--- config.mk ---
export PLATFORM = sky130hd
export DESIGN_NAME = sorted_key_group_aggregator
export DESIGN_NICKNAME = d
export VERILOG_FILES = /design/src/rtl/skga_pkg.sv /design/src/rtl/sorted_key_group_aggregator.sv
export SDC_FILE = /design/constraint.sdc
export NUM_CORES = 2
export LEC_CHECK = 0
export ABC_AREA = 1
export ABC_CLOCK_PERIOD_IN_PS = 5100
export BUFFER_PORTS_ARGS = -buffer_cell sky130_fd_sc_hd__clkbuf_2
export CORE_MARGIN = 10
export CORE_UTILIZATION = 56
export DETAILED_ROUTE_END_ITERATION = 10
export GPL_ROUTABILITY_DRIVEN = 0
export PLACE_DENSITY = 0.77
export SLEW_MARGIN = 20
export SYNTH_ARGS = -nofsm -noshare
export SYNTH_HDL_FRONTEND = slang
export SYNTH_SLANG_ARGS = --single-unit
--- constraint.sdc ---
create_clock -name clk -period 5.1 [get_ports clk]
set_clock_uncertainty 0.15 [all_clocks]
set_input_delay 0.765 -clock clk [delete_from_list [all_inputs] [get_ports clk]]
set_output_delay 0.765 -clock clk [all_outputs]
set_load 0.005 [all_outputs]
--- src/rtl/skga_pkg.sv ---
`timescale 1ns / 1ps
`default_nettype none
// ----------------------------------------------------------------------------
// skga_pkg
// Shared constants and helpers for the sorted key group aggregator.
// ----------------------------------------------------------------------------
package skga_pkg;

  localparam int BUCKET_BITS_DEF  = 15;
  localparam int FIXED_WEIGHT_DEF = 100;

  localparam int KEY_W  = 64;
  localparam int WORD_W = 32;

  localparam logic KIND_UNIQUE  = 1'b0;
  localparam logic KIND_CLUSTER = 1'b1;

  localparam logic REG_FIXED_WEIGHT = 1'b0;
  localparam logic REG_LOWER_BOUND  = 1'b1;

  function automatic logic [WORD_W-1:0] sat_inc(input logic [WORD_W-1:0] v);
    sat_inc = (&v) ? v : v + WORD_W'(1);
  endfunction

endpackage
`default_nettype wire

--- src/rtl/sorted_key_group_aggregator.sv ---
`timescale 1ns / 1ps
`default_nettype none
// ----------------------------------------------------------------------------
// sorted_key_group_aggregator
// Collapses a key-sorted record stream into groups, closes bucket clusters
// and reports running totals; key 0 ends a stream.
// ----------------------------------------------------------------------------
// Input transfers are held in the input register; results go to the queue.
// Throughput: one input item per cycle while the queue has two free entries;
//   an item closing a group and a cluster puts two results into the 4-entry
//   queue, drained one per unstalled cycle through the single output port.
// Reset: synchronous, active low; clears all stream state, the queue and
//   both configuration registers.
module sorted_key_group_aggregator #(
  parameter int BUCKET_BITS  = skga_pkg::BUCKET_BITS_DEF,
  parameter int FIXED_WEIGHT = skga_pkg::FIXED_WEIGHT_DEF
) (
  input  wire logic                           clk,
  input  wire logic                           rst_n,

  input  wire logic                           cfg_valid,
  output      logic                           cfg_ready,
  input  wire logic                           cfg_index,
  input  wire logic [skga_pkg::WORD_W-1:0]    cfg_data,

  input  wire logic                           in_valid,
  output      logic                           in_stall,
  input  wire logic [skga_pkg::KEY_W-1:0]     in_key,
  input  wire logic [skga_pkg::WORD_W-1:0]    in_flag_mask,

  output      logic                           out_valid,
  input  wire logic                           out_stall,
  output      logic                           out_kind,
  output      logic [skga_pkg::KEY_W-1:0]     out_key,
  output      logic [skga_pkg::WORD_W-1:0]    out_occurrences,
  output      logic [skga_pkg::WORD_W-1:0]    out_merged_flags,
  output      logic [BUCKET_BITS-1:0]         out_bucket,
  output      logic [skga_pkg::WORD_W-1:0]    out_cluster_size,
  output      logic [skga_pkg::WORD_W-1:0]    out_unique_total,
  output      logic [skga_pkg::WORD_W-1:0]    out_rare_total,
  output      logic [skga_pkg::WORD_W-1:0]    out_largest_cluster,
  output      logic                           out_last
);
  import skga_pkg::*;

  localparam int DEPTH = 4;
  localparam int PTR_W = $clog2(DEPTH);
  localparam int CNT_W = $clog2(DEPTH + 1);

  typedef struct packed {
    logic                   kind;
    logic [KEY_W-1:0]       key;
    logic [WORD_W-1:0]      occ;
    logic [WORD_W-1:0]      flags;
    logic [BUCKET_BITS-1:0] bkt;
    logic [WORD_W-1:0]      size;
    logic [WORD_W-1:0]      uniq;
    logic [WORD_W-1:0]      rare;
    logic [WORD_W-1:0]      largest;
    logic                   last;
  } rec_t;

  // configuration
  logic              mode_r;
  logic [WORD_W-1:0] lb_r;

  // input register
  logic              v_r;
  logic [KEY_W-1:0]  key_r;
  logic [WORD_W-1:0] flags_r;

  // stream state
  logic                   have_r, have_nxt;
  logic [KEY_W-1:0]       gkey_r, gkey_nxt;
  logic [WORD_W-1:0]      gcnt_r, gcnt_nxt;
  logic [WORD_W-1:0]      gflags_r, gflags_nxt;
  logic [BUCKET_BITS-1:0] obkt_r, obkt_nxt;
  logic [WORD_W-1:0]      members_r, members_nxt;
  logic [WORD_W-1:0]      unique_r, unique_nxt;
  logic [WORD_W-1:0]      rare_r, rare_nxt;
  logic [WORD_W-1:0]      max_r, max_nxt;

  // result queue
  rec_t             q_r [DEPTH];
  logic [PTR_W-1:0] wr_ptr_r, rd_ptr_r;
  logic [CNT_W-1:0] cnt_r;

  logic                   adv, proc, pop;
  logic [1:0]             push_n;
  rec_t                   r0, r1, hd;
  logic [BUCKET_BITS-1:0] bkt_in;
  logic [WORD_W-1:0]      uniq_c, mem_c, max_c, rare_c, start_cnt;

  assign cfg_ready = 1'b1;
  assign adv       = cnt_r <= CNT_W'(DEPTH - 2);
  assign in_stall  = v_r && !adv;
  assign proc      = v_r && adv;
  assign pop       = out_valid && !out_stall;

  assign bkt_in    = key_r[KEY_W-1 -: BUCKET_BITS];
  assign uniq_c    = sat_inc(unique_r);
  assign mem_c     = sat_inc(members_r);
  assign max_c     = (mem_c > max_r) ? mem_c : max_r;
  assign rare_c    = (gcnt_r < lb_r) ? sat_inc(rare_r) : rare_r;
  assign start_cnt = mode_r ? WORD_W'(FIXED_WEIGHT) : WORD_W'(1);

  always_comb begin
    have_nxt    = have_r;
    gkey_nxt    = gkey_r;
    gcnt_nxt    = gcnt_r;
    gflags_nxt  = gflags_r;
    obkt_nxt    = obkt_r;
    members_nxt = members_r;
    unique_nxt  = unique_r;
    rare_nxt    = rare_r;
    max_nxt     = max_r;
    push_n      = 2'd0;
    r0          = '0;
    r1          = '0;

    if (proc) begin
      if (key_r == '0) begin
        if (have_r) begin
          r0.kind    = KIND_UNIQUE;
          r0.key     = gkey_r;
          r0.occ     = gcnt_r;
          r0.flags   = gflags_r;
          r0.uniq    = uniq_c;
          r0.rare    = rare_c;
          r0.largest = max_c;
          r1.kind    = KIND_CLUSTER;
          r1.bkt     = obkt_r;
          r1.size    = mem_c;
          r1.uniq    = uniq_c;
          r1.rare    = rare_c;
          r1.largest = max_c;
          r1.last    = 1'b1;
          push_n     = 2'd2;
        end else begin
          r0.kind    = KIND_CLUSTER;
          r0.uniq    = unique_r;
          r0.rare    = rare_r;
          r0.largest = max_r;
          r0.last    = 1'b1;
          push_n     = 2'd1;
        end
        have_nxt    = 1'b0;
        gkey_nxt    = '0;
        gcnt_nxt    = '0;
        gflags_nxt  = '0;
        obkt_nxt    = '0;
        members_nxt = '0;
        unique_nxt  = '0;
        rare_nxt    = '0;
        max_nxt     = '0;
      end else if (!have_r) begin
        have_nxt    = 1'b1;
        gkey_nxt    = key_r;
        gflags_nxt  = flags_r;
        gcnt_nxt    = start_cnt;
        obkt_nxt    = bkt_in;
        members_nxt = '0;
      end else if (key_r == gkey_r) begin
        gflags_nxt = gflags_r | flags_r;
        if (!mode_r) begin
          gcnt_nxt = sat_inc(gcnt_r);
        end
      end else begin
        unique_nxt  = uniq_c;
        members_nxt = mem_c;
        max_nxt     = max_c;
        rare_nxt    = rare_c;
        r0.kind     = KIND_UNIQUE;
        r0.key      = gkey_r;
        r0.occ      = gcnt_r;
        r0.flags    = gflags_r;
        r0.uniq     = uniq_c;
        r0.rare     = rare_c;
        r0.largest  = max_c;
        push_n      = 2'd1;
        if (bkt_in != obkt_r) begin
          r1.kind     = KIND_CLUSTER;
          r1.bkt      = obkt_r;
          r1.size     = mem_c;
          r1.uniq     = uniq_c;
          r1.rare     = rare_c;
          r1.largest  = max_c;
          push_n      = 2'd2;
          obkt_nxt    = bkt_in;
          members_nxt = '0;
        end
        gkey_nxt   = key_r;
        gflags_nxt = flags_r;
        gcnt_nxt   = start_cnt;
      end
    end
  end

  always_ff @(posedge clk) begin
    if (!rst_n) begin
      mode_r    <= 1'b0;
      lb_r      <= '0;
      v_r       <= 1'b0;
      have_r    <= 1'b0;
      gkey_r    <= '0;
      gcnt_r    <= '0;
      gflags_r  <= '0;
      obkt_r    <= '0;
      members_r <= '0;
      unique_r  <= '0;
      rare_r    <= '0;
      max_r     <= '0;
      wr_ptr_r  <= '0;
      rd_ptr_r  <= '0;
      cnt_r     <= '0;
    end else begin
      if (cfg_valid && cfg_ready) begin
        case (cfg_index)
          REG_FIXED_WEIGHT: mode_r <= cfg_data[0];
          REG_LOWER_BOUND:  lb_r   <= cfg_data;
          default: ;
        endcase
      end
      if (in_valid && !in_stall) begin
        v_r <= 1'b1;
      end else if (adv) begin
        v_r <= 1'b0;
      end
      have_r    <= have_nxt;
      gkey_r    <= gkey_nxt;
      gcnt_r    <= gcnt_nxt;
      gflags_r  <= gflags_nxt;
      obkt_r    <= obkt_nxt;
      members_r <= members_nxt;
      unique_r  <= unique_nxt;
      rare_r    <= rare_nxt;
      max_r     <= max_nxt;
      wr_ptr_r  <= wr_ptr_r + PTR_W'(push_n);
      rd_ptr_r  <= rd_ptr_r + PTR_W'(pop);
      cnt_r     <= cnt_r + CNT_W'(push_n) - CNT_W'(pop);
    end
  end

  always_ff @(posedge clk) begin
    if (in_valid && !in_stall) begin
      key_r   <= in_key;
      flags_r <= in_flag_mask;
    end
    if (push_n != 2'd0) begin
      q_r[wr_ptr_r] <= r0;
    end
    if (push_n == 2'd2) begin
      q_r[wr_ptr_r + PTR_W'(1)] <= r1;
    end
  end

  assign hd                  = q_r[rd_ptr_r];
  assign out_valid           = cnt_r != '0;
  assign out_kind            = hd.kind;
  assign out_key             = hd.key;
  assign out_occurrences     = hd.occ;
  assign out_merged_flags    = hd.flags;
  assign out_bucket          = hd.bkt;
  assign out_cluster_size    = hd.size;
  assign out_unique_total    = hd.uniq;
  assign out_rare_total      = hd.rare;
  assign out_largest_cluster = hd.largest;
  assign out_last            = hd.last;

  a_cnt_bound: assert property (@(posedge clk) disable iff (!rst_n)
    cnt_r <= CNT_W'(DEPTH))
    else $error("result queue overflow");

  a_stall_needs_item: assert property (@(posedge clk) disable iff (!rst_n)
    in_stall |-> v_r)
    else $error("stall without a held item");

  a_members_le_max: assert property (@(posedge clk) disable iff (!rst_n)
    members_r <= max_r)
    else $error("open cluster larger than largest cluster");

  a_end_clears: assert property (@(posedge clk) disable iff (!rst_n)
    (proc && key_r == '0) |=> (!have_r && unique_r == '0 && members_r == '0))
    else $error("stream state not cleared at end of stream");

  a_two_results_room: assert property (@(posedge clk) disable iff (!rst_n)
    (push_n == 2'd2) |-> (cnt_r <= CNT_W'(DEPTH - 2)))
    else $error("two results pushed without room");

endmodule
`default_nettype wire

* Word level (Yosys, flattened, before mapping)
Memories as Yosys holds them, arrays and structs flattened. A register that Yosys moved wholly into a read port is not among the register bits. Index checks and enable logic that the tools add are counted.
Word-level totals: flip-flop bits (word level) 409, RAM bits 1092, input bits 134, output and inout port bits 276, word-level logic and storage cells 135, memories 1
Memory list:
- q_r | depth 4, bits a word 273, read ports 1, clocked after Yosys merged registers in 1, wr ports 2, RTL line sorted_key_group_aggregator.sv:84 | rec_t q_r [DEPTH];
Operators by class: add/subtract/negate cells 9, order comparisons 3, eq/ne operators 8, multiplexer cells 73, bitwise gates (word level) 2, reductions and logical operators 22
Operators by type and width (number):
- 32-bit 2-to-1 mux | 26
- 143-bit 2-to-1 mux | 4
- 128-bit 2-to-1 mux | 3
- 96-bit 2-to-1 mux | 4
- 144-bit 2-to-1 mux | 2
- 129-bit 2-to-1 mux | 2
- 64-bit 2-to-1 mux | 3
- 32-bit by 1-bit adder with 32-bit output (second input constant) | 4
- 32-bit AND reduction | 4
- 97-bit 2-to-1 mux | 1
- 64-bit == test | 1
- 64-bit logical NOT | 1
- 15-bit 2-to-1 mux | 4
- 32-bit > comparator | 1
- 32-bit less-than comparator | 1
- 32-bit OR | 1
- 1-bit 2-to-1 mux | 16
- 15-bit inequality test | 1
- 2-bit 2-to-1 mux | 7
- 3-bit AND reduction | 3
- 4-bit inequality test (second input constant) | 2
- 7-bit 2-to-1 mux | 1
- 2-bit AND reduction | 3
- 2-bit nonzero test | 3
- 14 further kinds | 19

* Depth between registers and ports, before layout
word-level depth 9, gate-level depth with buffers 28, depth with buffers taken out 26

* Least setup slack after synthesis
OpenSTA, ideal clock, no wires.
path kind flip-flop to flip-flop, start register key_r[1], end memory q_r[1][0] in the netlist's numbering, enable pin, library setup time 1236 ps, arrival 4292 ps, data required time 3714 ps, setup slack -578 ps, stages on the path, launching flop included 14, path buffers 2, cells stage by stage edfxtp_1 -> xor2_1 -> nor2_1 -> nand2_1 -> nor2_1 -> nand2_1 -> nor2_2 -> nand2_2 -> nand4_4 -> nand2_4 -> nand2_2 -> buf_2 -> buf_2 -> nand2_1
RTL lines:
- start: declaration | RTL line sorted_key_group_aggregator.sv:69 | logic [KEY_W-1:0] key_r;
- start signal: assignment | RTL line sorted_key_group_aggregator.sv:246 | key_r <= in_key;
- end: declaration | RTL line sorted_key_group_aggregator.sv:84

==> results.sh <==
export IMPL_grt_first_pass_wirelength_um=372000
export IMPL_clock_path_buffers=3
export IMPL_syn_area_um2=72700
export IMPL_start_util=0.562
export IMPL_overflow=0
export IMPL_path_class="reg2reg"
export IMPL_setup_violations_final=0
export IMPL_dp_cells=11200
export IMPL_ant_nets=0
export IMPL_rows=132
export IMPL_combPwrFrac=0.265
export IMPL_routed_wl_um=242000
export IMPL_syn_avg_cell_area_um2=7.58
export IMPL_crit_path_top_delay_cell="buf_4"
export IMPL_worstPathArrival_ps=5030
export IMPL_power_density_nw_per_um2=413
export IMPL_synth_cell_type_count=46
export IMPL_hold_start="in_flag_mask[29]"
export IMPL_fmax_mhz=216
export IMPL_leakage_nw=31.9
export IMPL_drv_cap=0
export IMPL_coreArea_um2=129000
export IMPL_numCtsBuffers=159
export IMPL_dieArea_um2=145000
export IMPL_synth_ff_type="dfxtp_1"
export IMPL_dp_hpwl_um=142000
export IMPL_p_sw_mw=11.7
export IMPL_maxSlewViolCount=0
export IMPL_switching_share=0.344
export IMPL_pre_cts_slack_ps=586
export IMPL_die_w_um=380
export IMPL_dieHeight_um=380
export IMPL_io_pins=410
export IMPL_rr_startpoint="members_r[0]$_SDFFE_PN0P_"
export IMPL_outcome="finished, final reports clean"
export IMPL_nNetsFinal=9929
export IMPL_fin_ws_ps=468
export IMPL_drive_gt1_frac=0.0857
export IMPL_timing_final_crit_share=0.908
export IMPL_synthTopCellsByArea="edfxtp_1 28%, dfxtp_1 23%, nand2_1 15%"
export IMPL_htreeDepth=4
export IMPL_clock_sinks=1501
export IMPL_netlist_instances=9597
export IMPL_antenna_found_initial=6
export IMPL_postCtsSetupBuffers=0
export IMPL_grt_total_usage=0.319
export IMPL_vdd_drop_max_mv=0.434
export IMPL_critical_path_max_stage_delay_ps=420
export IMPL_tightest_slew_ps=1180
export IMPL_cp_top_family="simple AND/OR/NAND/NOR gates"
export IMPL_dr_pass1_iters=9
export IMPL_crit_path_frequent_cell="nand2_1"
export IMPL_critPathBufInv=6
export IMPL_cp_max_fo=32
export IMPL_avgViaCountPerCell=5.96
export IMPL_area_delta_synth_final_pct=12.6
export IMPL_cts_tree="done"
export IMPL_yosys_register_bits=1501
export IMPL_drc=0
export IMPL_fin_tns_setup_ps=0
export IMPL_finalPower_mw=33.8
export IMPL_grt_max_degree=202
export IMPL_synthArstFlopShare=0
export IMPL_maxSlewHeadroom=0.214
export IMPL_startpoint="members_r[0]$_SDFFE_PN0P_"
export IMPL_path_cells="ha_1 > nand3_2 > inv_1 > nand2_1 > nor2_1 > nand3_1 > clkinv_1 > buf_4 > a21oi_1 > buf_4 > inv_1 > ha_1 > nand2_1 > nor2_1 > nor3b_1 > nand4_1 > nand2_1 > buf_4 > nand2_1 > nand3_1 > nand2_1 > nand3_1 > nand2_1"
export IMPL_clk_pin_slew_ps=60
export IMPL_crit_path_end_kind="flip-flop"
export IMPL_rsz0062_at_grt="false"
export IMPL_p_clk_frac=0.345
export IMPL_power_frac_seq=0.390
export IMPL_min_period_ps=4630
export IMPL_synthesis_nets=9804
export IMPL_p_int_mw=22.2
export IMPL_cp_start_kind="flip-flop"
export IMPL_netlist_top_cell_by_area="edfxtp_1"
export IMPL_netlist_area_leader_share=0.279
export IMPL_whs_ps=38.1
export IMPL_port_buffers=408
export IMPL_yosysSeqAreaShare=0.506
export IMPL_via_count=69100
export IMPL_yosys_warnings=0
export IMPL_wl_per_cell_um=20.8
export IMPL_finalHoldViolCount=0
export IMPL_drtIter0Drc=8548
export IMPL_synth_edf_count=676
export IMPL_min_path_type="in2reg"
export IMPL_final_cells=11600
export IMPL_cts_root_buf="clkbuf_16"
export IMPL_grt_pass1_vias=65700
export IMPL_cp_required_ps=5500
export IMPL_clk_latency_ps=800
## sequential cells by signal, summed over array words and instances (netlist names), 3 cells and up
name	flops
gkey_r	64
q_r	1092
max_r	32
key_r	64
gflags_r	32
obkt_r	15
rare_r	32
unique_r	32
members_r	32
cnt_r	3
flags_r	32
lb_r	32
gcnt_r	32
## per-layer routing
layer | share of wire | vias to the layer above | global-route usage
li1 | - | 31900 | -
met2 | 0.47 | 4311 | 0.523
met3 | 0.11 | 770 | 0.0613
met5 | 0.00017 | - | 0
met1 | 0.38 | 32100 | 0.404
met4 | 0.045 | 6 | 0.150
## what timing repair did
action	CTS	global route
endpoints found under the hold margin	74	0
setup endpoints to repair	0	0
gates resized for setup	0	0
hold buffers	74	0
## area by class of cell
| type | count | area [um2] |
|---|---|---|
| fill | 10900 | 47500 |
| sequential | 1501 | 36800 |
| multi-input combinational | 6995 | 31600 |
| clock buffer | 226 | 4540 |
| timing repair buffer | 623 | 4350 |
| tap | 1742 | 2180 |
| inverter | 442 | 1690 |
| clock inverter | 72 | 697 |
| antenna | 2 | 5.00 |
## placed cells by master, fill, tap and decap left out, types with 41 or more instances in the layout
master,instances
a21oi_1,707
buf_12,41
buf_4,100
clkbuf_1,42
clkbuf_16,164
clkbuf_2,407
dfxtp_1,822
dlygate4sd3_1,74
edfxtp_1,676
ha_1,72
inv_1,422
nand2_1,2991
nand3_1,675
nor2_1,1175
nor3_1,89
o21ai_0,726
o22ai_1,298
xor2_1,86
## power groups by stage
stage | sequential [mW] | clock, mW | combinational, mW
2_1_floorplan | 13.3 | 0 | 5.06
3_3_place_gp | 13.4 | 0 | 8.60
6_report | 13.2 | 11.7 | 8.98
4_1_cts | 13.2 | 11.7 | 8.85
5_1_grt | 13.2 | 12.2 | 9.71
3_5_place_dp | 13.4 | 0 | 8.76
## Yosys cell counts, types with 54 or more instances
cell         n
ha_1        72
nor2_1    1179
clkbuf_1   362
xor2_1      86
buf_2      221
o22ai_1    298
nand2_1   3000
nand3_1    676
o21ai_0    726
a21oi_1    707
inv_1      424
dfxtp_1    825
nor3_1      90
buf_1       54
edfxtp_1   676
## kinds of logic (layout without fill, tap and decap cells)
kind of cell,after synthesis,count (layout),synth area share
flip-flops,1501,1501,0.506
buffers and inverters,1101,1363,0.0619
adder cells (fa/ha/maj),73,73,0.0127
AND/OR/NAND/NOR,5037,5037,0.277
AO/OA/AOI/OAI,1767,1767,0.127
other,1,3,0.0000516
XOR/XNOR,117,117,0.0141
## path summary, 6_finish.rpt
| kind | to | slack, ps | depth (start not counted) |
|---|---|---|---|
| setup / recovery | q_r[3][1]$_DFFE_PP_ | 470 | 23 |
| setup reg to reg | q_r[3][1]$_DFFE_PP_ | 470 | 23 |
| hold / removal | flags_r[29]$_DFFE_PP_ | 40 | 1 |
| hold reg to reg | q_r[1][179]$_SDFFE_PP0P_ | 310 | 2 |
## metrics by stage
step / area [um2] / utilization
2_1_floorplan: 72700 / -
3_3_place_gp: 75900 / 0.587
4_1_cts: 81800 / 0.633
5_1_grt: 81800 / 0.633
6_report: 81900 / 0.633
3_5_place_dp: 75900 / 0.587
No activity file was read; power rests on OpenSTA's default activity.
